==> src/hdl/itrt_pkg.sv <==
// ----------------------------------------------------------------------------
// itrt_pkg
// Types, constants and the digit-to-character map of the radix text unit.
// ----------------------------------------------------------------------------
package itrt_pkg;

	localparam int unsigned BASE_W = 6;
	localparam int unsigned CHAR_W = 8;

	localparam logic [BASE_W-1:0] RADIX_MIN = 6'd2;
	localparam logic [BASE_W-1:0] RADIX_MAX = 6'd36;
	localparam logic [BASE_W-1:0] DIGIT_TEN = 6'd10;
	localparam logic [CHAR_W-1:0] CHAR_ZERO = 8'h30;
	localparam logic [CHAR_W-1:0] CHAR_UPPER_A = 8'h41;

	typedef enum logic [1:0] {
		ST_IDLE,
		ST_DIVIDE,
		ST_READ,
		ST_EMIT
	} seq_state_t;

	function automatic logic [CHAR_W-1:0] digit_char(input logic [BASE_W-1:0] d);
		logic [CHAR_W-1:0] d_ext;
		d_ext = {{(CHAR_W-BASE_W){1'b0}}, d};
		if (d >= DIGIT_TEN)
			return d_ext - {{(CHAR_W-BASE_W){1'b0}}, DIGIT_TEN} + CHAR_UPPER_A;
		else
			return d_ext + CHAR_ZERO;
	endfunction

endpackage

==> src/hdl/integer_to_radix_text_unit.sv <==
// ----------------------------------------------------------------------------
// integer_to_radix_text_unit
// Converts an unsigned integer to ASCII digits in radix 2..36, most
// significant digit first, with a flag on the final character.
// ----------------------------------------------------------------------------
//  channel | signals                  | transaction
//  --------+--------------------------+------------------------------------
//  command | start, busy, value, base | start high while busy low
//  result  | strobe, char_code, last  | one-cycle strobe per character, no stall
//
//  each digit is computed in the shared bit-serial divider, digits are
//  kept in a small RAM, then each character is read back in ST_READ and
//  sent in ST_EMIT; the next command is taken in the cycle after the last
//  character
//  busy stays high from the accepted command until the last character
//  reset clears the sequencer and divider control only
//  results cannot be held off by the receiver
// ----------------------------------------------------------------------------
module integer_to_radix_text_unit
	import itrt_pkg::*;
#(
	parameter int unsigned VALUE_WIDTH = 64
) (
	input  logic              clk,
	input  logic              arst_n,
	input  logic              start,
	output logic              busy,
	input  logic [63:0]       value,
	input  logic [BASE_W-1:0] base,
	output logic              strobe,
	output logic [CHAR_W-1:0] char_code,
	output logic              last
);

	localparam int unsigned ADDR_W = $clog2(VALUE_WIDTH);

	seq_state_t             state_q;
	seq_state_t             state_d;
	logic [ADDR_W-1:0]      cnt_q;
	logic [ADDR_W-1:0]      cnt_d;
	logic [ADDR_W-1:0]      idx_q;
	logic [ADDR_W-1:0]      idx_d;
	logic [BASE_W-1:0]      radix_q;
	logic [BASE_W-1:0]      radix_clamped;
	logic                   div_start;
	logic [VALUE_WIDTH-1:0] div_dividend;
	logic                   div_done;
	logic [VALUE_WIDTH-1:0] div_quotient;
	logic [BASE_W-1:0]      div_remainder;
	logic                   ram_wr_en;
	logic [CHAR_W-1:0]      ram_rd_data;

	always_comb begin
		if (base < RADIX_MIN)
			radix_clamped = RADIX_MIN;
		else if (base > RADIX_MAX)
			radix_clamped = RADIX_MAX;
		else
			radix_clamped = base;
	end

	itrt_divider #(
		.VALUE_WIDTH(VALUE_WIDTH)
	) u_divider (
		.clk      (clk),
		.arst_n   (arst_n),
		.start    (div_start),
		.dividend (div_dividend),
		.divisor  (radix_q),
		.done     (div_done),
		.quotient (div_quotient),
		.remainder(div_remainder)
	);

	itrt_ram #(
		.WIDTH(CHAR_W),
		.DEPTH(VALUE_WIDTH)
	) u_digit_ram (
		.clk    (clk),
		.wr_en  (ram_wr_en),
		.wr_addr(cnt_q),
		.wr_data(digit_char(div_remainder)),
		.rd_addr(idx_q),
		.rd_data(ram_rd_data)
	);

	always_ff @(posedge clk or negedge arst_n) begin
		if (!arst_n) begin
			state_q <= ST_IDLE;
			cnt_q   <= '0;
			idx_q   <= '0;
		end else begin
			state_q <= state_d;
			cnt_q   <= cnt_d;
			idx_q   <= idx_d;
		end
	end

	always_ff @(posedge clk) begin
		if (state_q == ST_IDLE && start)
			radix_q <= radix_clamped;
	end

	always_comb begin
		state_d      = state_q;
		cnt_d        = cnt_q;
		idx_d        = idx_q;
		div_start    = 1'b0;
		div_dividend = div_quotient;
		ram_wr_en    = 1'b0;
		strobe       = 1'b0;
		last         = 1'b0;
		case (state_q)
			ST_IDLE: begin
				div_dividend = value[VALUE_WIDTH-1:0];
				if (start) begin
					div_start = 1'b1;
					cnt_d     = '0;
					state_d   = ST_DIVIDE;
				end
			end
			ST_DIVIDE: begin
				if (div_done) begin
					ram_wr_en = 1'b1;
					if (div_quotient == '0) begin
						idx_d   = cnt_q;
						state_d = ST_READ;
					end else begin
						cnt_d     = cnt_q + 1'b1;
						div_start = 1'b1;
					end
				end
			end
			ST_READ: begin
				state_d = ST_EMIT;
			end
			ST_EMIT: begin
				strobe = 1'b1;
				last   = idx_q == '0;
				if (idx_q == '0) begin
					state_d = ST_IDLE;
				end else begin
					idx_d   = idx_q - 1'b1;
					state_d = ST_READ;
				end
			end
			default: begin
				state_d = ST_IDLE;
			end
		endcase
	end

	assign busy      = state_q != ST_IDLE;
	assign char_code = ram_rd_data;

endmodule

==> src/hdl/itrt_ram.sv <==
// ----------------------------------------------------------------------------
// itrt_ram
// Generic single write port, single read port RAM with registered read data.
// ----------------------------------------------------------------------------
module itrt_ram #(
	parameter int unsigned WIDTH = 8,
	parameter int unsigned DEPTH = 64
) (
	input  logic                     clk,
	input  logic                     wr_en,
	input  logic [$clog2(DEPTH)-1:0] wr_addr,
	input  logic [WIDTH-1:0]         wr_data,
	input  logic [$clog2(DEPTH)-1:0] rd_addr,
	output logic [WIDTH-1:0]         rd_data
);

	logic [WIDTH-1:0] mem_q [DEPTH];

	always_ff @(posedge clk) begin
		if (wr_en)
			mem_q[wr_addr] <= wr_data;
		rd_data <= mem_q[rd_addr];
	end

endmodule

==> src/hdl/itrt_divider.sv <==
// ----------------------------------------------------------------------------
// itrt_divider
// Restoring bit-serial divider: one quotient bit per cycle, small remainder.
// ----------------------------------------------------------------------------
module itrt_divider
	import itrt_pkg::*;
#(
	parameter int unsigned VALUE_WIDTH = 64
) (
	input  logic                   clk,
	input  logic                   arst_n,
	input  logic                   start,
	input  logic [VALUE_WIDTH-1:0] dividend,
	input  logic [BASE_W-1:0]      divisor,
	output logic                   done,
	output logic [VALUE_WIDTH-1:0] quotient,
	output logic [BASE_W-1:0]      remainder
);

	localparam int unsigned CNT_W = (VALUE_WIDTH > 1) ? $clog2(VALUE_WIDTH) : 1;
	localparam logic [CNT_W-1:0] LAST_BIT = CNT_W'(VALUE_WIDTH - 1);

	logic                   run_q;
	logic                   done_q;
	logic [CNT_W-1:0]       cnt_q;
	logic [VALUE_WIDTH-1:0] work_q;
	logic [BASE_W-1:0]      rem_q;
	logic [BASE_W:0]        trial;
	logic [BASE_W:0]        diff;
	logic                   ge;

	assign trial = {rem_q, work_q[VALUE_WIDTH-1]};
	assign ge    = trial >= {1'b0, divisor};
	assign diff  = trial - {1'b0, divisor};

	always_ff @(posedge clk or negedge arst_n) begin
		if (!arst_n) begin
			run_q  <= 1'b0;
			done_q <= 1'b0;
			cnt_q  <= '0;
		end else begin
			done_q <= 1'b0;
			if (start) begin
				run_q <= 1'b1;
				cnt_q <= '0;
			end else if (run_q) begin
				cnt_q <= cnt_q + 1'b1;
				if (cnt_q == LAST_BIT) begin
					run_q  <= 1'b0;
					done_q <= 1'b1;
				end
			end
		end
	end

	always_ff @(posedge clk) begin
		if (start) begin
			work_q <= dividend;
			rem_q  <= '0;
		end else if (run_q) begin
			work_q <= {work_q[VALUE_WIDTH-2:0], ge};
			rem_q  <= ge ? diff[BASE_W-1:0] : trial[BASE_W-1:0];
		end
	end

	assign done      = done_q;
	assign quotient  = work_q;
	assign remainder = rem_q;

endmodule
==> config.mk <==
export PLATFORM = sky130hd
export DESIGN_NAME = integer_to_radix_text_unit
export DESIGN_NICKNAME = d
export VERILOG_FILES = /design/src/hdl/itrt_pkg.sv /design/src/hdl/integer_to_radix_text_unit.sv /design/src/hdl/itrt_ram.sv /design/src/hdl/itrt_divider.sv
export SDC_FILE = /design/constraint.sdc
export NUM_CORES = 1
export LEC_CHECK = 0
export ABC_AREA = 1
export BUFFER_PORTS_ARGS = -buffer_cell sky130_fd_sc_hd__buf_2
export CELL_PAD_IN_SITES_DETAIL_PLACEMENT = 1
export CELL_PAD_IN_SITES_GLOBAL_PLACEMENT = 2
export CORE_ASPECT_RATIO = 0.5
export CORE_MARGIN = 1
export CORE_UTILIZATION = 31
export DETAILED_ROUTE_END_ITERATION = 10
export PLACE_DENSITY_LB_ADDON = 0.1
export SKIP_LAST_GASP = 1
export SYNTH_ARGS = -nofsm -noshare
export SYNTH_HDL_FRONTEND = slang
export SYNTH_HIERARCHICAL = 1
export SYNTH_SLANG_ARGS = --single-unit
==> constraint.sdc <==
create_clock -name clk -period 5.1 [get_ports clk]
set_input_delay 0 -clock clk [delete_from_list [all_inputs] [get_ports clk]]
set_output_delay 0 -clock clk [all_outputs]
set_load 0.005 [all_outputs]
==> run metrics <==
clk_skew 0.0217 ns; via count 19500; Crit-path slowest cell buf_4; RD Place Congestion 0.755; row count 76; Async S/R FF share, synth 3.56%; Psw 4.18 mW; synthesized netlist cell count 2674; Worst Path Required 5.36 ns; Max stage delay on crit path 0.68 ns; post-route DRC violation count 0; worst-path cell chain nor2_4, inv_2, nor2_1, inv_2, nand2_4, nor2_1, inv_2, buf_4; wire per inst 20.5 um; DRT iter0 DRCs 1067; switching share of power 29.1%; leak pwr 11.9 nW; CTS Root Cell clkbuf_16; DR vias/cell 4.86; EDFF count, synth 582; H-tree levels 2; crit path kind flip-flop to flip-flop; Max Buffers Root-to-Sink 3; number of global-route vias before repair 19900; Pwr Density 454 nW/um2; Reg power frac 51.1%; setup_tns 0 ns; DP Wirelength 47.4 mm; Synth top area share 63.5%; Most common cell on crit path inv_2; P&R area growth vs syn 14.9%; most common cell in the synthesized netlist nand2_1; Area contributors post-synth edfxtp_1, nand2_1, nand3_1, dfrtp_1, nor2_1; combinational share of power 17.1%; Slew headroom 13.2%; GRT overflow 0; initial antenna violation count 0; post-synthesis compound-gate area fraction 0.800%; Clock power frac 31.7%; first-pass GRT wire length 124 mm; Synth Area in Simple Gates 27.3%; Pre-Repair DR Iteration Count 5; gr usage total 18.2%; internal power 10.2 mW; Buf+Inv Stages, Crit Path 4; post-synthesis adder-cell area fraction 0.755%; Max Cap Violations 0; VDD IR max 0.459 mV; Die W 423 um; multiplexer share of the synthesized area 0%; synth cell count leaders nand2_1, edfxtp_1, nand3_1, nor2_1, inv_1; Synth Net Count 2763; Yosys cell types 45; Hold/Removal Path Class input port to flip-flop; CP arrival 3.82 ns; area of the mapped netlist 27500 um2; ANT nets after route 0; Period minus WS final 3.56 ns; CP Max Fanout 71; fmax 281 MHz; Top delay family on crit path simple AND/OR/NAND/NOR gates; NumNets Final 2882; TritonCTS clock tree built; CP endpoint kind flip-flop; Worst-path clk slew 0.06 ns; CTS buffer count 61; Starting Density 31.6%; Util after Layout 36.4%; IO Pins 84; largest family of logic cells by synthesized area simple AND/OR/NAND/NOR gates; register area share after synthesis 66.5%; post-synthesis xor/xnor area fraction 0.286%; RSZ-0062 raised after global routing false; Clk Latency, worst-skew pair 0.65 ns; layout cells sized above 1 9.23%; Slew @ Worst Pin 1.30 ns; Die H 213 um; commonest register cell after synthesis edfxtp_1; fillcell total 9724; final setup fails 0; Final Cycle Share 69.8%; largest net degree at the start of global routing 142; CTS sink count 618; crit path launch type flip-flop; CORE AREA 87000 um2; final wirelength 82.1 mm; Synth area leader edfxtp_1; PortBufs 83; die area 90100 um2; Ys Warns 6; status completed; Slew Viols, Final 0; Avg Inst Size Synth 10.3 um2; Yosys reg bits 618; Fin. Hold Viols 0
-- stage by stage --
| stage | hold slack (ns) | instance area, um2 | power (mW) | cells | setup slack (ns) |
|---|---|---|---|---|---|
| after global placement | 0.0196 | 28900 | 9.90 | 3824 | 1.43 |
| after global routing | 0.106 | 31600 | 15.0 | 4009 | 1.21 |
| after floorplan | -0.296 | 27500 | 8.74 | 2674 | 0.815 |
| final | 0.114 | 31600 | 14.4 | 4010 | 1.54 |
| after CTS | 0.0760 | 31600 | 14.6 | 4009 | 1.38 |
| after detailed placement | 0.0130 | 28900 | 9.96 | 3824 | 1.39 |
-- path summary, 6_finish.rpt --
check	start	to	slack, ns	cells past startpoint
max in group asynchronous	arst_n	idx_q[0]$_DFFE_PN0P_	3.68	3
min in group asynchronous	arst_n	cnt_q[1]$_DFFE_PN0P_	0.66	3
max reg2reg	state_q[1]$_DFFE_PN0P_	u_divider/quotient[55]$_DFFE_PP_	1.54	8
min	base[5]	radix_q[5]$_SDFFCE_PP0P_	0.11	2
max	state_q[1]$_DFFE_PN0P_	u_divider/quotient[55]$_DFFE_PP_	1.54	8
min reg2reg	u_divider/cnt_q[5]$_DFFE_PN0P_	u_divider/cnt_q[5]$_DFFE_PN0P_	0.54	2
-- state kept, by name (all words and copies together), names as in the netlist --
| name | count |
|---|---|
| u_digit_ram/mem_q | 512 |
| u_divider/remainder | 6 |
| u_divider/cnt_q | 6 |
| u_digit_ram/rd_data | 8 |
| idx_q | 6 |
| u_divider/done | 1 |
| state_q | 2 |
| cnt_q | 6 |
| u_divider/quotient | 64 |
| u_divider/run_q | 1 |
| radix_q | 6 |
-- cells in the final DEF (no fill, tap or decap), drive strengths merged --
| cell | instances |
|---|---|
| o221ai | 1 |
| a22o | 1 |
| edfxtp | 582 |
| o41ai | 1 |
| nor3b | 2 |
| diode | 1 |
| clkinv | 18 |
| clkbuf | 80 |
| dlygate4sd3 | 76 |
| bufinv | 5 |
| nand3b | 2 |
| o21bai | 1 |
| nor4 | 8 |
| buf | 122 |
| a21oi | 5 |
| o21ai | 25 |
| nor3 | 4 |
| dfxtp | 14 |
| inv | 75 |
| ha | 15 |
| fa | 1 |
| nor2 | 132 |
| dfrtp | 22 |
| o22ai | 1 |
| xor2 | 8 |
| o21a | 1 |
| xnor2 | 1 |
| nand2 | 1134 |
| nand3 | 469 |
| nand4 | 26 |
| or2 | 4 |
| clkinvlp | 3 |
-- what timing repair did --
| action | CTS | global route |
|---|---|---|
| resized for setup | 0 | 0 |
| hold buffers | 76 | 0 |
| setup buffers | 0 | 0 |
| hold endpoints to repair | 99 | 0 |
-- power by group through the flow --
stage                     Sequential [mW]  Clock (mW)  Combinational (mW)
after detailed placement             7.45           0                2.51
final                                7.34        4.56                2.46
after global placement               7.44           0                2.46
after floorplan                      7.50           0                1.24
after CTS                            7.35        4.70                2.55
after global routing                 7.38        4.88                2.78
-- final cells by class --
cell class | instances | area [um2] | share of cell area [%]
tap | 1170 | 1460 | 4.63
sequential | 618 | 18300 | 57.9
clock inverter | 29 | 280 | 0.886
antenna | 1 | 2.50 | 0.00791
timing repair buffer | 198 | 1520 | 4.80
multi-input combinational | 1842 | 8110 | 25.6
clock buffer | 80 | 1670 | 5.27
inverter | 72 | 283 | 0.894
-- cell families after synthesis --
group                    count (synthesis)
AO/OA/AOI/OAI                           36
XOR/XNOR                                 9
adder cells (fa/ha/maj)                 16
buffers and inverters                  214
flip-flops                             618
AND/OR/NAND/NOR                       1781
-- metal layers --
layer | global-route usage (%) | wire, um
met1 | 26.5 | 41300
met5 | 0 | 0
met4 | 4.47 | 1710
met3 | 2.30 | 2670
met2 | 28.6 | 36500
Note: power is estimated with default switching activity, not from simulation.
